## config.mk

```make
export PLATFORM = sky130hd
export DESIGN_NAME = crc32_stream_with_sequence_salt
export DESIGN_NICKNAME = d
export VERILOG_FILES = /design/src/rtl/crcsalt_pkg.sv /design/src/rtl/crcsalt_tail.sv /design/src/rtl/crc32_stream_with_sequence_salt.sv
export VERILOG_INCLUDE_DIRS = /design/src /design/src/rtl
export SDC_FILE = /design/constraint.sdc
export NUM_CORES = 1
export LEC_CHECK = 0
export ABC_AREA = 1
export BUFFER_PORTS_ARGS = -buffer_cell sky130_fd_sc_hd__buf_2
export CORE_MARGIN = 3
export CORE_UTILIZATION = 60
export CTS_CLUSTER_DIAMETER = 50
export DETAILED_ROUTE_END_ITERATION = 8
export PLACE_DENSITY = 0.75
export SLEW_MARGIN = 20
export SYNTH_ARGS = -nofsm -noshare
export SYNTH_HDL_FRONTEND = slang
export SYNTH_SLANG_ARGS = --single-unit
```

## constraint.sdc

```tcl
create_clock -name clock -period 11 [get_ports clock]
set_input_delay 2.75 -clock clock [delete_from_list [all_inputs] [get_ports clock]]
set_output_delay 2.75 -clock clock [all_outputs]
set_load 0.005 [all_outputs]
```

## src/rtl/assert_macros.svh

```systemverilog
// assertion helpers, clocked on clock and disabled during reset
`ifndef ASSERT_MACROS_SVH
`define ASSERT_MACROS_SVH

// same-cycle implication
`define ASSERT_HOLDS(label, ante, cons) \
   label: assert property (@(posedge clock) disable iff (reset) (ante) |-> (cons)) \
      else $error("assertion failed");

// next-cycle implication
`define ASSERT_NEXT(label, ante, cons) \
   label: assert property (@(posedge clock) disable iff (reset) (ante) |=> (cons)) \
      else $error("assertion failed");

`endif

```

## src/rtl/crcsalt_pkg.sv

```systemverilog
package crcsalt_pkg;

   localparam logic [31:0] CRC_POLY = 32'hEDB8_8320;
   localparam logic [31:0] CRC_ONES = 32'hFFFF_FFFF;
   localparam logic [5:0] SALTED_MAX_BYTES = 6'd60;
   localparam logic [5:0] COUNT_MAX = 6'd63;
   localparam logic [8:0] MOD_BASE = 9'd255;

   typedef struct packed {
      logic [31:0] crc;
      logic [31:0] seq_num;
      logic        salted;
      logic        dropped;
   } crcsalt_token_type;

   // one entry of the reflected crc table
   function automatic logic [31:0] crc_table_word(logic [7:0] idx);
      logic [31:0] v;
      v = {24'h000000, idx};
      for (int k = 0; k < 8; k++) begin
         v = v[0] ? ((v >> 1) ^ CRC_POLY) : (v >> 1);
      end
      return v;
   endfunction

   function automatic logic [31:0] crc_fold(logic [31:0] crc, logic [7:0] b);
      logic [31:0] x;
      x = crc ^ {24'h000000, b};
      return crc_table_word(x[7:0]) ^ {8'h00, x[31:8]};
   endfunction

   // byte of the little-endian table image
   function automatic logic [7:0] salt_byte(logic [9:0] off);
      logic [31:0] w;
      w = crc_table_word(off[9:2]);
      return w[{off[1:0], 3'b000} +: 8];
   endfunction

   // mag mod 1020 as 4 * ((mag >> 2) mod 255) + low bits, with 256 == 1 mod 255
   function automatic logic [9:0] salt_offset(logic [31:0] mag);
      logic [29:0] q;
      logic [9:0]  s1;
      logic [8:0]  s2;
      logic [7:0]  r;
      q  = mag[31:2];
      s1 = 10'(q[7:0]) + 10'(q[15:8]) + 10'(q[23:16]) + 10'(q[29:24]);
      s2 = 9'(s1[7:0]) + 9'(s1[9:8]);
      r  = (s2 >= MOD_BASE) ? 8'(s2 - MOD_BASE) : s2[7:0];
      return {r, mag[1:0]};
   endfunction

endpackage

```

## src/rtl/crcsalt_tail.sv

```systemverilog
module crcsalt_tail (
   input  logic                           clock,
   input  logic                           reset,
   input  logic                           tok_valid,
   output logic                           tok_ready,
   input  crcsalt_pkg::crcsalt_token_type tok,
   output logic                           rsp_valid,
   input  logic                           rsp_ready,
   output logic [31:0]                    rsp_crc_value,
   output logic [7:0]                     rsp_check_byte,
   output logic                           rsp_truncated
);

   logic                           s1_v_ff, s1_v_in;
   crcsalt_pkg::crcsalt_token_type s1_tok_ff, s1_tok_in;

   logic        s2_v_ff, s2_v_in;
   logic [31:0] s2_crc_ff, s2_crc_in;
   logic [9:0]  s2_off_ff, s2_off_in;
   logic        s2_salted_ff, s2_salted_in;
   logic        s2_dropped_ff, s2_dropped_in;

   logic        s3_v_ff, s3_v_in;
   logic [31:0] s3_crc_ff, s3_crc_in;
   logic [7:0]  s3_b0_ff, s3_b0_in;
   logic [7:0]  s3_b1_ff, s3_b1_in;
   logic [7:0]  s3_b2_ff, s3_b2_in;
   logic [7:0]  s3_b3_ff, s3_b3_in;
   logic        s3_salted_ff, s3_salted_in;
   logic        s3_dropped_ff, s3_dropped_in;

   logic        s4_v_ff, s4_v_in;
   logic [31:0] s4_crc_ff, s4_crc_in;
   logic [7:0]  s4_b2_ff, s4_b2_in;
   logic [7:0]  s4_b3_ff, s4_b3_in;
   logic        s4_salted_ff, s4_salted_in;
   logic        s4_dropped_ff, s4_dropped_in;

   logic        out_v_ff, out_v_in;
   logic [31:0] out_crc_ff, out_crc_in;
   logic        out_trunc_ff, out_trunc_in;

   logic        s1_ready, s2_ready, s3_ready, s4_ready, out_ready;
   logic [31:0] mag;

   assign out_ready = !out_v_ff || rsp_ready;
   assign s4_ready  = !s4_v_ff || out_ready;
   assign s3_ready  = !s3_v_ff || s4_ready;
   assign s2_ready  = !s2_v_ff || s3_ready;
   assign s1_ready  = !s1_v_ff || s2_ready;
   assign tok_ready = s1_ready;

   assign mag = s1_tok_ff.seq_num[31] ? (~s1_tok_ff.seq_num + 32'd1) : s1_tok_ff.seq_num;

   always_comb begin
      s1_v_in   = s1_ready ? tok_valid : s1_v_ff;
      s1_tok_in = (s1_ready && tok_valid) ? tok : s1_tok_ff;

      s2_v_in       = s2_ready ? s1_v_ff : s2_v_ff;
      s2_crc_in     = s2_crc_ff;
      s2_off_in     = s2_off_ff;
      s2_salted_in  = s2_salted_ff;
      s2_dropped_in = s2_dropped_ff;
      if (s2_ready && s1_v_ff) begin
         s2_crc_in     = s1_tok_ff.crc;
         s2_off_in     = crcsalt_pkg::salt_offset(mag);
         s2_salted_in  = s1_tok_ff.salted;
         s2_dropped_in = s1_tok_ff.dropped;
      end

      s3_v_in       = s3_ready ? s2_v_ff : s3_v_ff;
      s3_crc_in     = s3_crc_ff;
      s3_b0_in      = s3_b0_ff;
      s3_b1_in      = s3_b1_ff;
      s3_b2_in      = s3_b2_ff;
      s3_b3_in      = s3_b3_ff;
      s3_salted_in  = s3_salted_ff;
      s3_dropped_in = s3_dropped_ff;
      if (s3_ready && s2_v_ff) begin
         s3_crc_in     = s2_crc_ff;
         s3_b0_in      = crcsalt_pkg::salt_byte(s2_off_ff);
         s3_b1_in      = crcsalt_pkg::salt_byte(s2_off_ff + 10'd1);
         s3_b2_in      = crcsalt_pkg::salt_byte(s2_off_ff + 10'd2);
         s3_b3_in      = crcsalt_pkg::salt_byte(s2_off_ff + 10'd3);
         s3_salted_in  = s2_salted_ff;
         s3_dropped_in = s2_dropped_ff;
      end

      s4_v_in       = s4_ready ? s3_v_ff : s4_v_ff;
      s4_crc_in     = s4_crc_ff;
      s4_b2_in      = s4_b2_ff;
      s4_b3_in      = s4_b3_ff;
      s4_salted_in  = s4_salted_ff;
      s4_dropped_in = s4_dropped_ff;
      if (s4_ready && s3_v_ff) begin
         s4_crc_in     = s3_salted_ff
            ? crcsalt_pkg::crc_fold(crcsalt_pkg::crc_fold(s3_crc_ff, s3_b0_ff), s3_b1_ff)
            : s3_crc_ff;
         s4_b2_in      = s3_b2_ff;
         s4_b3_in      = s3_b3_ff;
         s4_salted_in  = s3_salted_ff;
         s4_dropped_in = s3_dropped_ff;
      end

      out_v_in     = out_ready ? s4_v_ff : out_v_ff;
      out_crc_in   = out_crc_ff;
      out_trunc_in = out_trunc_ff;
      if (out_ready && s4_v_ff) begin
         out_crc_in   = crcsalt_pkg::CRC_ONES ^ (s4_salted_ff
            ? crcsalt_pkg::crc_fold(crcsalt_pkg::crc_fold(s4_crc_ff, s4_b2_ff), s4_b3_ff)
            : s4_crc_ff);
         out_trunc_in = s4_salted_ff && s4_dropped_ff;
      end
   end

   always_ff @(posedge clock) begin
      if (reset) begin
         s1_v_ff  <= 1'b0;
         s2_v_ff  <= 1'b0;
         s3_v_ff  <= 1'b0;
         s4_v_ff  <= 1'b0;
         out_v_ff <= 1'b0;
      end else begin
         s1_v_ff  <= s1_v_in;
         s2_v_ff  <= s2_v_in;
         s3_v_ff  <= s3_v_in;
         s4_v_ff  <= s4_v_in;
         out_v_ff <= out_v_in;
      end
   end

   always_ff @(posedge clock) begin
      s1_tok_ff     <= s1_tok_in;
      s2_crc_ff     <= s2_crc_in;
      s2_off_ff     <= s2_off_in;
      s2_salted_ff  <= s2_salted_in;
      s2_dropped_ff <= s2_dropped_in;
      s3_crc_ff     <= s3_crc_in;
      s3_b0_ff      <= s3_b0_in;
      s3_b1_ff      <= s3_b1_in;
      s3_b2_ff      <= s3_b2_in;
      s3_b3_ff      <= s3_b3_in;
      s3_salted_ff  <= s3_salted_in;
      s3_dropped_ff <= s3_dropped_in;
      s4_crc_ff     <= s4_crc_in;
      s4_b2_ff      <= s4_b2_in;
      s4_b3_ff      <= s4_b3_in;
      s4_salted_ff  <= s4_salted_in;
      s4_dropped_ff <= s4_dropped_in;
      out_crc_ff    <= out_crc_in;
      out_trunc_ff  <= out_trunc_in;
   end

   assign rsp_valid      = out_v_ff;
   assign rsp_crc_value  = out_crc_ff;
   assign rsp_check_byte = out_crc_ff[7:0];
   assign rsp_truncated  = out_trunc_ff;

endmodule

```

## src/rtl/crc32_stream_with_sequence_salt.sv

```systemverilog
// Streaming reflected CRC-32 with an optional sequence salt.
// Request channel (req_valid/req_ready): one byte per request with data_present,
// first and last flags and a signed sequence number. Only a request with last
// set produces a response on the rsp_valid/rsp_ready channel: the inverted CRC,
// its low byte as check byte, and the truncated flag.
// csr_valid/csr_ready writes salted_mode; csr_ready is always high. Write it only
// while no message is in flight. In salted mode bytes beyond 60 per message are
// dropped and flagged, and four salt bytes picked by |sequence| mod 1020 from the
// CRC table are folded in before the inversion.
// Throughput: one request per cycle; the running CRC takes one table step per
// byte in the input stage.
// Path: a last request passes from the input stage through the token register,
// offset stage, salt lookup, first fold stage, and the second fold into the
// output register, where its response is valid.
// Reset: synchronous; clears the pipeline, running CRC to all ones, byte count
// and drop flag to zero, salted_mode to 0.
// Stall: while rsp_ready is low the response holds; requests without last keep
// flowing, a last request waits in the input stage once the five tail stages
// are full and req_ready stays low until it moves on.
`include "assert_macros.svh"

module crc32_stream_with_sequence_salt #(
   parameter logic [5:0] SALTED_MAX_BYTES = crcsalt_pkg::SALTED_MAX_BYTES
) (
   input  logic        clock,
   input  logic        reset,
   input  logic        req_valid,
   output logic        req_ready,
   input  logic [7:0]  req_data_byte,
   input  logic        req_data_present,
   input  logic        req_first,
   input  logic        req_last,
   input  logic signed [31:0] req_sequence_req,
   output logic        rsp_valid,
   input  logic        rsp_ready,
   output logic [31:0] rsp_crc_value,
   output logic [7:0]  rsp_check_byte,
   output logic        rsp_truncated,
   input  logic        csr_valid,
   output logic        csr_ready,
   input  logic        csr_salted_mode
);

   logic        in_v_ff, in_v_in;
   logic [7:0]  in_data_ff, in_data_in;
   logic        in_present_ff, in_present_in;
   logic        in_first_ff, in_first_in;
   logic        in_last_ff, in_last_in;
   logic [31:0] in_seq_ff, in_seq_in;

   logic [31:0] crc_ff, crc_in;
   logic [5:0]  count_ff, count_in;
   logic        dropped_ff, dropped_in;
   logic        mode_ff, mode_in;

   logic        in_go;
   logic        tok_valid, tok_ready;
   logic [31:0] crc_base, crc_next;
   logic [5:0]  count_base, count_next;
   logic        dropped_base, dropped_next;
   crcsalt_pkg::crcsalt_token_type tok;

   assign csr_ready = 1'b1;
   assign in_go     = in_v_ff && (!in_last_ff || tok_ready);
   assign req_ready = !in_v_ff || in_go;
   assign tok_valid = in_v_ff && in_last_ff;

   always_comb begin
      in_v_in       = req_ready ? req_valid : in_v_ff;
      in_data_in    = in_data_ff;
      in_present_in = in_present_ff;
      in_first_in   = in_first_ff;
      in_last_in    = in_last_ff;
      in_seq_in     = in_seq_ff;
      if (req_valid && req_ready) begin
         in_data_in    = req_data_byte;
         in_present_in = req_data_present;
         in_first_in   = req_first;
         in_last_in    = req_last;
         in_seq_in     = req_sequence_req;
      end
      mode_in = (csr_valid && csr_ready) ? csr_salted_mode : mode_ff;
   end

   // running crc update for the request in the input stage
   always_comb begin
      crc_base     = in_first_ff ? crcsalt_pkg::CRC_ONES : crc_ff;
      count_base   = in_first_ff ? 6'd0 : count_ff;
      dropped_base = in_first_ff ? 1'b0 : dropped_ff;
      crc_next     = crc_base;
      count_next   = count_base;
      dropped_next = dropped_base;
      if (in_present_ff) begin
         if (mode_ff && (count_base >= SALTED_MAX_BYTES)) begin
            dropped_next = 1'b1;
         end else begin
            crc_next = crcsalt_pkg::crc_fold(crc_base, in_data_ff);
            if (count_base != crcsalt_pkg::COUNT_MAX) begin
               count_next = count_base + 6'd1;
            end
         end
      end

      tok.crc     = crc_next;
      tok.seq_num = in_seq_ff;
      tok.salted  = mode_ff;
      tok.dropped = dropped_next;

      crc_in     = crc_ff;
      count_in   = count_ff;
      dropped_in = dropped_ff;
      if (in_go) begin
         if (in_last_ff) begin
            crc_in     = crcsalt_pkg::CRC_ONES;
            count_in   = 6'd0;
            dropped_in = 1'b0;
         end else begin
            crc_in     = crc_next;
            count_in   = count_next;
            dropped_in = dropped_next;
         end
      end
   end

   always_ff @(posedge clock) begin
      if (reset) begin
         in_v_ff    <= 1'b0;
         crc_ff     <= crcsalt_pkg::CRC_ONES;
         count_ff   <= 6'd0;
         dropped_ff <= 1'b0;
         mode_ff    <= 1'b0;
      end else begin
         in_v_ff    <= in_v_in;
         crc_ff     <= crc_in;
         count_ff   <= count_in;
         dropped_ff <= dropped_in;
         mode_ff    <= mode_in;
      end
   end

   always_ff @(posedge clock) begin
      in_data_ff    <= in_data_in;
      in_present_ff <= in_present_in;
      in_first_ff   <= in_first_in;
      in_last_ff    <= in_last_in;
      in_seq_ff     <= in_seq_in;
   end

   crcsalt_tail u_tail (
      .clock          (clock),
      .reset          (reset),
      .tok_valid      (tok_valid),
      .tok_ready      (tok_ready),
      .tok            (tok),
      .rsp_valid      (rsp_valid),
      .rsp_ready      (rsp_ready),
      .rsp_crc_value  (rsp_crc_value),
      .rsp_check_byte (rsp_check_byte),
      .rsp_truncated  (rsp_truncated)
   );

   `ASSERT_HOLDS(a_stall_needs_request, !req_ready, in_v_ff)
   `ASSERT_NEXT(a_clean_after_last, in_go && in_last_ff,
      (crc_ff == crcsalt_pkg::CRC_ONES) && (count_ff == 6'd0) && !dropped_ff)
   `ASSERT_HOLDS(a_unsalted_not_truncated, rsp_valid && !mode_ff, !rsp_truncated)

endmodule

```

; ---- Word level (Yosys, flattened, before mapping)
; Index checks and enable logic that the tools add are counted.
[classes]
add_sub_neg = 10
order_cmp = 2
eq_ne = 1
n_shift = 4
muxes = 89
n_bitwise = 84
reduce_logical = 24
[op_table]
columns = op, n
row1 = 32-bit 2-to-1 mux, 79
row2 = 13-bit NOT with 14-bit output, 63
row3 = 32-bit by 24-bit bitwise XOR with 32-bit output, 5
row4 = 32-bit by 8-bit bitwise XOR with 32-bit output, 5
row5 = 32-bit by 6-bit variable part select with 8-bit output, 4
row6 = 1-bit NOT with 14-bit output, 9
row7 = 32-bit NOT, 2
row8 = 32-bit by 1-bit adder with 32-bit output (second input constant), 1
row9 = 6-bit 2-to-1 mux, 5
row10 = 10-bit by 2-bit adder with 10-bit output (second input constant), 2
row11 = 10-bit by 1-bit adder with 10-bit output (second input constant), 1
row12 = 10-bit by 6-bit adder with 10-bit output, 1
row13 = 10-bit by 8-bit adder with 10-bit output, 1
row14 = 1-bit logical AND, 10
row15 = 8-bit by 2-bit adder with 9-bit output, 1
row16 = 8-bit by 8-bit adder with 9-bit output, 1
row17 = 9-bit by 8-bit greater-or-equal comparator with 1-bit output (second input constant), 1
row18 = 8-bit 2-to-1 mux, 1
row19 = 8-bit subtractor (second input constant), 1
row20 = 1-bit zero test, 7
row21 = 1-bit logical OR, 7
row22 = 6-bit by 1-bit adder with 6-bit output (second input constant), 1
row23 = 6-bit greater-or-equal comparator (second input constant), 1
row24 = 6-bit inequality test (second input constant), 1
row25 = 1-bit 2-to-1 mux, 4
[totals]
regBits = 348
inputBits = 49
out_inout_bits = 44
elab_cells = 251

; ---- Depth between registers and ports, before layout
; Gate-level depths: netlist of run 1.
[depth]
depth_word = 38
mapped_depth = 38
depth_no_buf = 38

; ---- Hierarchy
; From an unflattened synthesis of run 1, not the netlist that was laid out.
[hier_totals]
hier_cells = 2677
hier_area_um2 = 22402.7
[by_module_without_submodules]
columns = mod, instances, cells_per_inst, area_each_um2, seq_area_each_um2
row1 = crcsalt_tail, 1, 2063, 17620.6, 7877.6
row2 = crc32_stream_with_sequence_salt, 1, 614, 4782.1, 2112.0

; ---- Worst setup path before layout of run 1
; OpenSTA, ideal clock, no wires.
[synth_timing]
kind = input to register
start = input rsp_ready
end = register u_tail.s1_tok_ff[0] (netlist bit) (enable)
setup_ns = 0.491
t_arrival_ns = 6.024
required_ns = 10.509
slack_ns = 4.485
path_stages = 10
path_buffers = 0
path_cell_list = nor2_1 -> inv_1 -> nor2_1 -> inv_1 -> nor2_1 -> inv_2 -> nor2_4 -> nand2_2 -> inv_1 -> nor2_1
[synth_via]
elab_chain_cells = 6
[synth_rtl]
columns = item, line_no
row1 = start: declaration, crc32_stream_with_sequence_salt.sv:35  ; input logic rsp_ready,
row2 = 1-bit logical OR, crcsalt_tail.sv:46  ; assign out_ready = !out_v_ff || rsp_ready;
row3 = 1-bit logical OR, crcsalt_tail.sv:47  ; assign s4_ready = !s4_v_ff || out_ready;
row4 = 1-bit logical OR, crcsalt_tail.sv:48  ; assign s3_ready = !s3_v_ff || s4_ready;
row5 = 1-bit logical OR, crcsalt_tail.sv:49  ; assign s2_ready = !s2_v_ff || s3_ready;
row6 = 1-bit logical OR, crcsalt_tail.sv:50  ; assign s1_ready = !s1_v_ff || s2_ready;
row7 = 1-bit logical AND, crcsalt_tail.sv:57  ; s1_tok_in = (s1_ready && tok_valid) ? tok : s1_tok_ff;
row8 = end signal: assignment, crcsalt_tail.sv:133  ; s1_tok_ff <= s1_tok_in;
row9 = end: declaration, crcsalt_tail.sv:15  ; crcsalt_pkg::crcsalt_token_type s1_tok_ff, s1_tok_in;
; Every way passes these cells.
; A chain may end at the register's enable or synchronous reset.

; ---- Worst setup path after layout of run 1
[layout_timing]
start = input rsp_ready
end = output req_ready
[layout_via]
elab_chain_cells = 8
[layout_rtl]
columns = item, line_no
row1 = 1-bit logical OR, crcsalt_tail.sv:46
row2 = 1-bit logical OR, crcsalt_tail.sv:47
row3 = 1-bit logical OR, crcsalt_tail.sv:48
row4 = 1-bit logical OR, crcsalt_tail.sv:49
row5 = 1-bit logical OR, crcsalt_tail.sv:50
row6 = 1-bit logical OR, crc32_stream_with_sequence_salt.sv:64  ; assign in_go = in_v_ff && (!in_last_ff || tok_ready);
row7 = 1-bit logical AND, crc32_stream_with_sequence_salt.sv:64
row8 = 1-bit logical OR, crc32_stream_with_sequence_salt.sv:65  ; assign req_ready = !in_v_ff || in_go;
row9 = end: declaration, crc32_stream_with_sequence_salt.sv:28  ; output logic req_ready,
; Every way passes these cells.

==> results of run 1 <==
==> cells in the final DEF, fill, tap and decap left out, drive strengths merged, types with 3 or more instances in the layout <==
master    Yosys  routed
a211oi        3       3
a21o          4       4
a21oi        66      66
a31oi         8       8
buf          39     100
clkbuf       35      51
clkinv        2      15
clkinvlp      0       6
dfxtp        46      46
edfxtp      302     302
fa            9       9
ha           32      32
inv         271     276
nand2       862     862
nand2b        4       4
nand3       187     187
nand3b       10      10
nand4        11      11
nor2        126     126
nor3         11      11
o211ai       18      18
o21ai       147     147
o21bai        5       5
o22ai        25      25
o311ai        3       3
o31ai         3       3
or2          27      27
xnor2        90      90
xor2        256     256
==> worst min path at each step <==
| stage | slack, ps | start | endpoint | depth (start not counted) |
|---|---|---|---|---|
| 2_1_floorplan | 400 | in_seq_ff[8] | u_tail.s1_tok_ff[10] | 0 |
| 3_3_place_gp | 400 | u_tail.s2_crc_ff[16] | u_tail.s3_crc_ff[16] | 0 |
| 3_5_place_dp | 400 | in_seq_ff[19] | u_tail.s1_tok_ff[21] | 0 |
| 4_1_cts | 400 | u_tail.s1_tok_ff[63] | u_tail.s2_crc_ff[29] | 0 |
| 5_1_grt | 410 | in_seq_ff[26] | u_tail.s1_tok_ff[28] | 0 |
| 6_report | 410 | u_tail.s1_tok_ff[63] | u_tail.s2_crc_ff[29] | 0 |
==> layout make-up <==
| type | instances | area [um2] |
|---|---|---|
| Tap cell | 468 | 586 |
| Timing Repair Buffer | 100 | 536 |
| Clock buffer | 51 | 1110 |
| Inverter | 273 | 1030 |
| Fill cell | 2970 | 12200 |
| Multi-Input combinational cell | 1921 | 11000 |
| Clock inverter | 25 | 230 |
| Sequential cell | 348 | 9990 |
==> layer usage <==
metal	GRT usage [%]	routed length (um)	part of all wire (%)
met5	0	0	0
met3	3.27	2570	5.0
met2	45.9	25500	50
met4	9.94	1760	3.4
met1	33.2	21500	42
==> cell families (layout without fill, tap and decap cells) <==
| kind of cell | Yosys count | count (layout) |
|---|---|---|
| and+or+nand+nor | 1242 | 1242 |
| xor gates and xnor gates | 346 | 346 |
| muxes | 2 | 2 |
| DFF | 348 | 348 |
| AOI/OAI and AO/OA | 289 | 289 |
| buffers and inverters | 347 | 449 |
| other | 1 | 1 |
| adders and majority gates | 41 | 41 |
==> metrics by stage <==
step | hold WS (ps) | instance area (um2) | instances | setup slack, ps
after floorplan | 400 | 22400 | 2616 | 4480
after global placement | 401 | 23100 | 3109 | 4190
after detailed placement | 405 | 23100 | 3109 | 4210
after CTS | 405 | 24500 | 3185 | 4190
after global routing | 413 | 24500 | 3186 | 3780
final | 409 | 24500 | 3186 | 4190
==> cell usage after synthesis (all sizes together), types with 5 or more instances <==
cell / count
dfxtp: 46
inv: 271
edfxtp: 302
nor2: 126
nand3b: 10
clkbuf: 35
nor3: 11
o21ai: 147
xnor2: 90
fa: 9
a31oi: 8
buf: 39
xor2: 256
ha: 32
o211ai: 18
nand2: 862
nand3: 187
nand4: 11
o21bai: 5
o22ai: 25
or2: 27
a21oi: 66
==> registers in the layout, summed over array words and instances (netlist names), 6 cells and up <==
register,flops
u_tail.s4_crc_ff,32
u_tail.s3_b2_ff,8
u_tail.s2_crc_ff,32
u_tail.s3_crc_ff,32
count_ff,6
u_tail.s3_b3_ff,8
in_seq_ff,32
u_tail.s3_b0_ff,8
u_tail.rsp_crc_value,32
u_tail.s4_b2_ff,8
crc_ff,32
u_tail.s3_b1_ff,8
u_tail.s4_b3_ff,8
u_tail.s2_off_ff,10
u_tail.s1_tok_ff,66
in_data_ff,8
==> power by group through the flow <==
stage                     Sequential [uW]  Combinational (uW)  Clock, uW
after CTS                            1560                1380       1330
after global placement               1590                1320          0
after global routing                 1570                1580       1390
final                                1560                1390       1300
after detailed placement             1590                1370          0
after floorplan                      1570                1110          0
==> impl_metrics.toml, run 1 <==
[detailed_routing]
route.detailed.drc = 0
routed_wirelength_um = 51300
vias = 17227
wl_per_cell_um = 16.1
first_pass_iters = 6
drt_iter0_drc = 1388
drtAntennaViolNets = 0
drt-vias-per-instance = 5.41

[yosys]
synth_simple_gate_area_share_pct = 23.9
synth_top_family_by_area = "simple AND/OR/NAND/NOR gates"
netlist_instances = 2616
synth_top_cell_by_area = "edfxtp_1"
synth-main-ff-cell = "edfxtp_1"
synthMuxAreaShare_pct = 0.0894
postSynthAreaPerCell_um2 = 8.56
synth_area_leaders = "edfxtp_1 40%, nand2_1 14%, xor2_1 8.9%, inv_1 4.2%, dfxtp_1 4.1%"
ys_seq_area_share_pct = 44.6
synth_compound_area_share_pct = 7.37
synth_seq_cells = 348
syn_area_mm2 = 0.0224
synth_top_cell_area_share_pct = 40.5
async_reset_ff_share_pct = 0
synthAdderAreaFrac_pct = 2.59
synth-edff-count = 302
synth_fp_nets = 2706
ys_warn_count = 0
synthXorXnorAreaFrac_pct = 15.1
yosysUniqueCellTypes = 61

[cells_and_area]
fin_nets = 2775
drive_gt1_share_pct = 12.5
area_growth_pct = 9.37
n_antenna_cell = 0
final_core_util_pct = 66.8

[floorplanning]
start_util_pct = 61.0
fp.dieH_um = 199
die_w_um = 199
ios = 93
rows = 70
dieArea_mm2 = 0.0397
core_area_mm2 = 0.0367

[critical_path]
cp-startpoint = "rsp_ready"
max_stage_delay_ps = 160
end_kind = "output port"
cp.depth = 12
crit_fanout = 3
critPathBufInv = 6
r2r_end = "u_tail.s2_off_ff[2]"
r2r_cells = 28
r2r_start = "u_tail.s1_tok_ff[33]"
rrSetupSlack_ps = 4530
start_kind = "input port"
critPathSlowestCell = "nor2_1"
worstPathCellList = "buf_2 -> nor2_1 -> inv_1 -> nor2_1 -> inv_1 -> nor2_1 -> inv_2 -> nor2_4 -> nand2_2 -> inv_1 -> nand3_1 -> buf_2"
crit_end = "req_ready"
required_ps = 8250
critPathKind = "in -> out"
cp.arrival_ps = 4060
cp_top_family = "simple AND/OR/NAND/NOR gates"

[clock_network]
clk_pin_slew_worst_paths_ps = 50
numCtsBuffers = 41
cts.sinks = 348
cts_resized = 0
cts_max_level = 2
postCtsHoldBufs = 0
root_buffer = "clkbuf_16"
cts_tree = "built"
cts_setup_buffers = 0
cts_buffer_depth = 3
clk_latency_ps = 560

[grt]
overflow = 0
grt_usage_pct = 26.1
grt_max_degree = 72
antenna_found_initial = 0
grt_pass1_wl_um = 82500
grt_pass1_vias = 16278

[pwr]
switchingPower_uw = 1470
p_leak_uw = 0.0107
p_int_uw = 2790
power_density_mw_per_mm2 = 174
switching_share_pct = 34.6
ir_worst_vdd_uv = 137
clockPowerShare_pct = 30.6
sequentialPowerShare_pct = 36.7
p_comb_share_pct = 32.7
total_power_uw = 4260

[flow_run]
drv_cap = 0

[timing]
rsz0062_at_grt = "false"
setup_viol = 0
fmax_mhz = 147
hold_viol_final = 0
worst_pin_slew_ps = 1100
skew_ps = 27.7
slew_headroom_pct = 26.7
slew_violations = 0
finalSetupTns_ps = 0
period_minus_slack_ps = 6810
finalCritPeriodShare_pct = 61.9

[place]
port_buffers = 91
dp.final_hpwl_um = 38700
place_congestion = 0.950

[min_path]
hp-class = "reg -> reg"

[status]
outcome = "finished clean"
(Power assumes the default switching activity.)
==> run 2, diff against run 1 <==
clock period = 6.6 ns   (was 11 ns; I/O delays follow)
==> run 2 against run 1 <==
Core utilization is 0.18 points higher. Critical path depth is 19 higher. First-iteration DRC count is 19% lower. Highest routed layer unchanged. Critical path type is now reg -> reg.
==> impl_metrics.toml, run 2 (synthesis gave the netlist of run 1 again) <==
[status]
outcome = "finished clean"

[grt]
grt_usage_pct = 25.8
grt_max_degree = 71
grt_pass1_wl_um = 81900
grt_pass1_vias = 16644
antenna_found_initial = 0
overflow = 0

[timing]
skew_ps = 17.9
slew_violations = 0
setup_viol = 0
period_minus_slack_ps = 6130
layout_setup_ws_ps = 469
fmax_mhz = 163
hold_viol_final = 0
finalSetupTns_ps = 0
worst_pin_slew_ps = 1020
slew_headroom_pct = 31.5
finalCritPeriodShare_pct = 92.9

[critical_path]
cp.arrival_ps = 6430
cp_top_family = "simple AND/OR/NAND/NOR gates"
rrSetupSlack_ps = 470
max_stage_delay_ps = 540
required_ps = 6900
end_kind = "flop"
critPathKind = "reg -> reg"
crit_fanout = 5
r2r_end = "u_tail.s2_off_ff[4]"
critPathSlowestCell = "fa_1"
r2r_start = "u_tail.s1_tok_ff[4]"
critPathBufInv = 4
crit_path_frequent_cell = "nand2_1"
start_kind = "flop"
r2r_cells = 31

[cells_and_area]
fill_cells = 2909
seq_area_mm2 = 0.00999
largest_reg_flops = 66
n_antenna_cell = 0
stdcell_area_mm2 = 0.0246
largest_register = "u_tail.s1_tok_ff"
layout_commonest_cell = "nand2_1"
multi_input_area_mm2 = 0.0110
fin_nets = 2777
final_cell_mix = "806 x nand2_1, 302 x edfxtp_1, 245 x inv_1"
drive_gt1_share_pct = 12.6
area_growth_pct = 9.67

[place]
placed_area_mm2 = 0.0231
post-place-ws_ps = 401
dp.final_hpwl_um = 38000
port_buffers = 91
place_congestion = 0.961

[clock_network]
cts_tree = "built"
cts_max_level = 2
postCtsHoldBufs = 0
cts_buffer_depth = 3
root_buffer = "clkbuf_16"
cts.sinks = 348
clk_pin_slew_worst_paths_ps = 60
clk_latency_ps = 560
numCtsBuffers = 40

[detailed_routing]
drt-vias-per-instance = 5.43
drtAntennaViolNets = 0
vias = 17294
drt_iter0_drc = 1119
routed_wirelength_um = 50700
first_pass_iters = 7
route.detailed.drc = 0
wl_per_cell_um = 15.9

[min_path]
min_path_cells = 0
hold_start = "u_tail.s2_crc_ff[1]"
hold_path_end = "u_tail.s3_crc_ff[1]"
hp-class = "reg -> reg"

[floorplanning]
dieArea_mm2 = 0.0397
core_area_mm2 = 0.0367
ios = 93
fp.dieH_um = 199
start_util_pct = 61.0
rows = 70
die_w_um = 199

[pwr]
ir_worst_vdd_uv = 253
power_density_mw_per_mm2 = 291
p_leak_uw = 0.0107

[flow_run]
drv_cap = 0
==> run 2: changes by cell type in the layout (fill, tap and decap cells not counted), sizes merged <==
cell / before / now
inv: 276 / 273
clkbuf: 51 / 53
buf: 100 / 103
bufinv: 1 / 2
clkinvlp: 6 / 4
==> run 2: final cells by class <==
class	count	area share [%]
Timing Repair Buffer	103	2.27
Multi-Input combinational cell	1921	44.9
Sequential cell	348	40.7
Tap cell	468	2.38
Clock inverter	21	1.00
Clock buffer	53	4.61
Inverter	273	4.18
==> run 2: worst register-to-register path: cells and delay by family, from the launching register on <==
kind                     cells  cell delay, ps
AO/OA/AOI/OAI                4             680
XOR/XNOR                     3             460
adder cells (fa/ha/maj)      5            1940
buffers and inverters        4             260
flip-flops                   1             420
AND/OR/NAND/NOR             15            2140
==> run 2: worst max path at each step <==
stage,startpoint,cells after the start,to
after global routing,u_tail.s1_tok_ff[4],32,u_tail.s2_off_ff[4]
after floorplan,u_tail.s1_tok_ff[33],29,u_tail.s2_off_ff[3]
after CTS,u_tail.s1_tok_ff[4],30,u_tail.s2_off_ff[4]
after global placement,u_tail.s1_tok_ff[4],30,u_tail.s2_off_ff[3]
final,u_tail.s1_tok_ff[4],31,u_tail.s2_off_ff[4]
after detailed placement,u_tail.s1_tok_ff[4],30,u_tail.s2_off_ff[4]
==> run 2: through the flow <==
| step | util (%) | std cells | hold slack (ps) | power, uW |
|---|---|---|---|---|
| detailed placement | 63.1 | 3110 | 405 | 4930 |
| global route | 66.9 | 3187 | 418 | 7600 |
| global placement | 63.1 | 3110 | 400 | 4860 |
| finish | 66.9 | 3187 | 411 | 7140 |
| CTS | 66.8 | 3184 | 415 | 7170 |
| floorplan | - | 2616 | 400 | 4470 |
==> run 2: power breakdown <==
group          total, uW  leakage (uW)  switching, uW  internal [uW]
clock network       2210      0.000662            891           1320
logic               2330       0.00693           1480            843
registers           2600       0.00314           67.3           2540
==> run 2: timing repair <==
action                     CTS  global route
setup endpoints to repair    0             6
setup buffers                0             2
hold endpoints to repair     0             0
gates resized for setup      0             4
==> run 2: layer usage <==
| metal | track usage [%] | vias up | share of wire, % |
|---|---|---|---|
| met5 | 0 | - | 0 |
| li1 | - | 8638 | - |
| met4 | 13.2 | 0 | 5.0 |
| met3 | 3.12 | 138 | 4.8 |
| met2 | 44.0 | 504 | 48 |
| met1 | 32.8 | 8014 | 42 |
==> run 3, diff against run 2 <==
ABC_AREA = 0   (was 1)
RECOVER_POWER = 25   (was default)
==> run 3 against run 2 <==
The run now ends with capacitance limit, slew limit, setup timing left. Core utilization grew 2.2 points. Cell area fell by 7.5%. Critical path depth fell by 4. Combinational power grew 30%. Critical path type unchanged. Synthesized cell count shrank 33%. Non-clock buffer count up 38. Global-route usage fell by 3.0 points.
==> impl_metrics.toml, run 3 <==
[cells_and_area]
largest_register = "u_tail.s1_tok_ff"
seq_area_mm2 = 0.00999
multi_input_area_mm2 = 0.00994
final_cell_mix = "384 x xnor2_1, 302 x edfxtp_1, 163 x xor2_1"
largest_reg_flops = 66
drive_gt1_share_pct = 14.1
layout_commonest_cell = "xnor2_1"
stdcell_area_mm2 = 0.0227
area_growth_pct = 12.2
fill_cells = 2487
fin_nets = 1933
n_antenna_cell = 0

[place]
port_buffers = 91
dp.final_hpwl_um = 29000
place_congestion = 0.901
placed_area_mm2 = 0.0213

[floorplanning]
dieArea_mm2 = 0.0360
core_area_mm2 = 0.0329
ios = 93
rows = 66
start_util_pct = 61.6
fp.dieH_um = 190
die_w_um = 190

[status]
violations = "capacitance limit, slew limit, setup timing"
outcome = "complete, but fails checks"

[timing]
slew_violations = 133
worst_pin_slew_ps = 2140
period_minus_slack_ps = 6820
rsz0062_at_grt = "true"
skew_ps = 10.9
fmax_mhz = 147
setup_viol = 8
slew_headroom_pct = -42.5
layout_setup_ws_ps = -215
hold_viol_final = 0
finalCritPeriodShare_pct = 103

[yosys]
syn_area_mm2 = 0.0203
ys_warn_count = 0
ys_seq_area_share_pct = 49.3
synth-main-ff-cell = "edfxtp_1"
synth_top_cell_by_area = "edfxtp_1"
yosys-top-cells-count = "384 x xnor2_1, 302 x edfxtp_1, 165 x xor2_1"
netlist_instances = 1749
synth_area_leaders = "edfxtp_1 45%, xnor2_1 17%, xor2_1 7.1%, dfxtp_1 4.5%, nor2_1 2.4%"
yosysUniqueCellTypes = 67
async_reset_ff_share_pct = 0
synth_fp_nets = 1839
synth-edff-count = 302
synth_seq_cells = 348
postSynthAreaPerCell_um2 = 11.6
yosys.cell_count.top_type = "xnor2_1"
synth_top_cell_area_share_pct = 44.8

[clock_network]
clk_latency_ps = 550
cts_buffer_depth = 3
postCtsHoldBufs = 0
numCtsBuffers = 40
clk_pin_slew_worst_paths_ps = 70
cts_tree = "built"
cts.sinks = 348
cts_max_level = 2
root_buffer = "clkbuf_16"

[grt]
overflow = 0
grt_max_degree = 81
grt_pass1_wl_um = 65600
antenna_found_initial = 0
grt_usage_pct = 22.8
grt_pass1_vias = 12440

[detailed_routing]
first_pass_iters = 5
vias = 12687
drtAntennaViolNets = 0
drt_iter0_drc = 830
drt-vias-per-instance = 5.48
wl_per_cell_um = 17.5
routed_wirelength_um = 40500
route.detailed.drc = 0

[pwr]
p_comb_share_pct = 38.8
total_power_uw = 7830
power_density_mw_per_mm2 = 345
switchingPower_uw = 2560
ir_worst_vdd_uv = 251
switching_share_pct = 32.7
clockPowerShare_pct = 27.0
p_leak_uw = 0.00797
p_int_uw = 5280
sequentialPowerShare_pct = 34.2

[critical_path]
required_ps = 6890
crit_fanout = 3
critPathSlowestCell = "or4_4"
start_kind = "flop"
max_stage_delay_ps = 550
crit_path_frequent_cell = "or4_4"
critPathKind = "reg -> reg"
end_kind = "flop"
cp.arrival_ps = 7100

[flow_run]
drv_cap = 3

[min_path]
hp-class = "reg -> reg"
run 3: cell types whose count changed after synthesis, moves of 48 or more:
cell	delta
xnor2_1	+303
nand3_1	-163
nand2_2	-48
inv_1	-218
xor2_1	-62
nand2_1	-728
run 3: kinds of logic (layout without fill, tap and decap cells):
family,Yosys count,count (layout),synth area share (%)
AOI/OAI and AO/OA,292,292,8.72
xor gates and xnor gates,581,581,27.0
adders and majority gates,41,41,2.87
buffers and inverters,121,245,2.45
DFF,348,348,49.3
muxes,37,37,2.08
other,1,1,0.0185
and+or+nand+nor,328,328,7.54
run 3: cell type report:
type / instances / share of cell area [%]
well taps: 442 / 2.43
repair buffers: 141 / 3.64
multi-input cells: 1280 / 43.8
clock inverters: 24 / 1.04
flip-flops and latches: 348 / 44.0
inverters: 32 / 0.529
clock buffers: 48 / 4.63
run 3: worst paths after layout:
path / start / to / slack (ps) / depth (start not counted)
hold / removal: u_tail.s1_tok_ff[39] / u_tail.s2_crc_ff[5] / 410 / 0
setup / recovery: u_tail.s1_tok_ff[17] / u_tail.s2_off_ff[3] / -220 / 27
setup reg to reg: u_tail.s1_tok_ff[17] / u_tail.s2_off_ff[3] / -220 / 27
hold reg to reg: u_tail.s1_tok_ff[39] / u_tail.s2_crc_ff[5] / 410 / 0
run 3: per-layer routing:
| metal | vias up | wire, um | track usage (%) |
|---|---|---|---|
| li1 | 6284 | - | - |
| met3 | 80 | 1540 | 2.99 |
| met5 | - | 0 | 0 |
| met2 | 312 | 20200 | 39.3 |
| met4 | 0 | 1360 | 8.19 |
| met1 | 6011 | 17400 | 29.9 |
run 3: what timing repair did:
action                                  CTS  global route
endpoints found under the setup margin    8             8
pin swaps                                13             6
hold endpoints to repair                  0             0
cloned                                    0             0
resized for setup                         9             8
setup buffers                             6             4
run 3: power groups by stage:
stage	Clock [uW]	Sequential, uW	Combinational, uW
6_report	2120	2680	3040
5_1_grt	2270	2690	3360
3_5_place_dp	0	2720	2890
3_3_place_gp	0	2720	2820
2_1_floorplan	0	2660	2320
4_1_cts	2170	2680	2990
run 3: through the flow:
step	TNS (ps)	hold WS (ps)	worst slack, ps	instances	util (%)
global route	-3490	421	-478	2315	69.1
CTS	-1100	415	-185	2311	69.0
finish	-1380	412	-215	2315	69.1
floorplan	-56.5	400	-56.5	1749	-
detailed placement	-1680	405	-234	2233	64.8
global placement	-198	402	-48.0	2233	64.8
run 3: critical path, delay by kind of cell, from the launching register on:
kind / cells / cell delay [ps]
AND/OR/NAND/NOR: 12 / 3080
adder cells (fa/ha/maj): 4 / 1330
AO/OA/AOI/OAI: 8 / 1280
flip-flops: 1 / 390
multiplexers: 1 / 320
XOR/XNOR: 1 / 100
buffers and inverters: 1 / 40
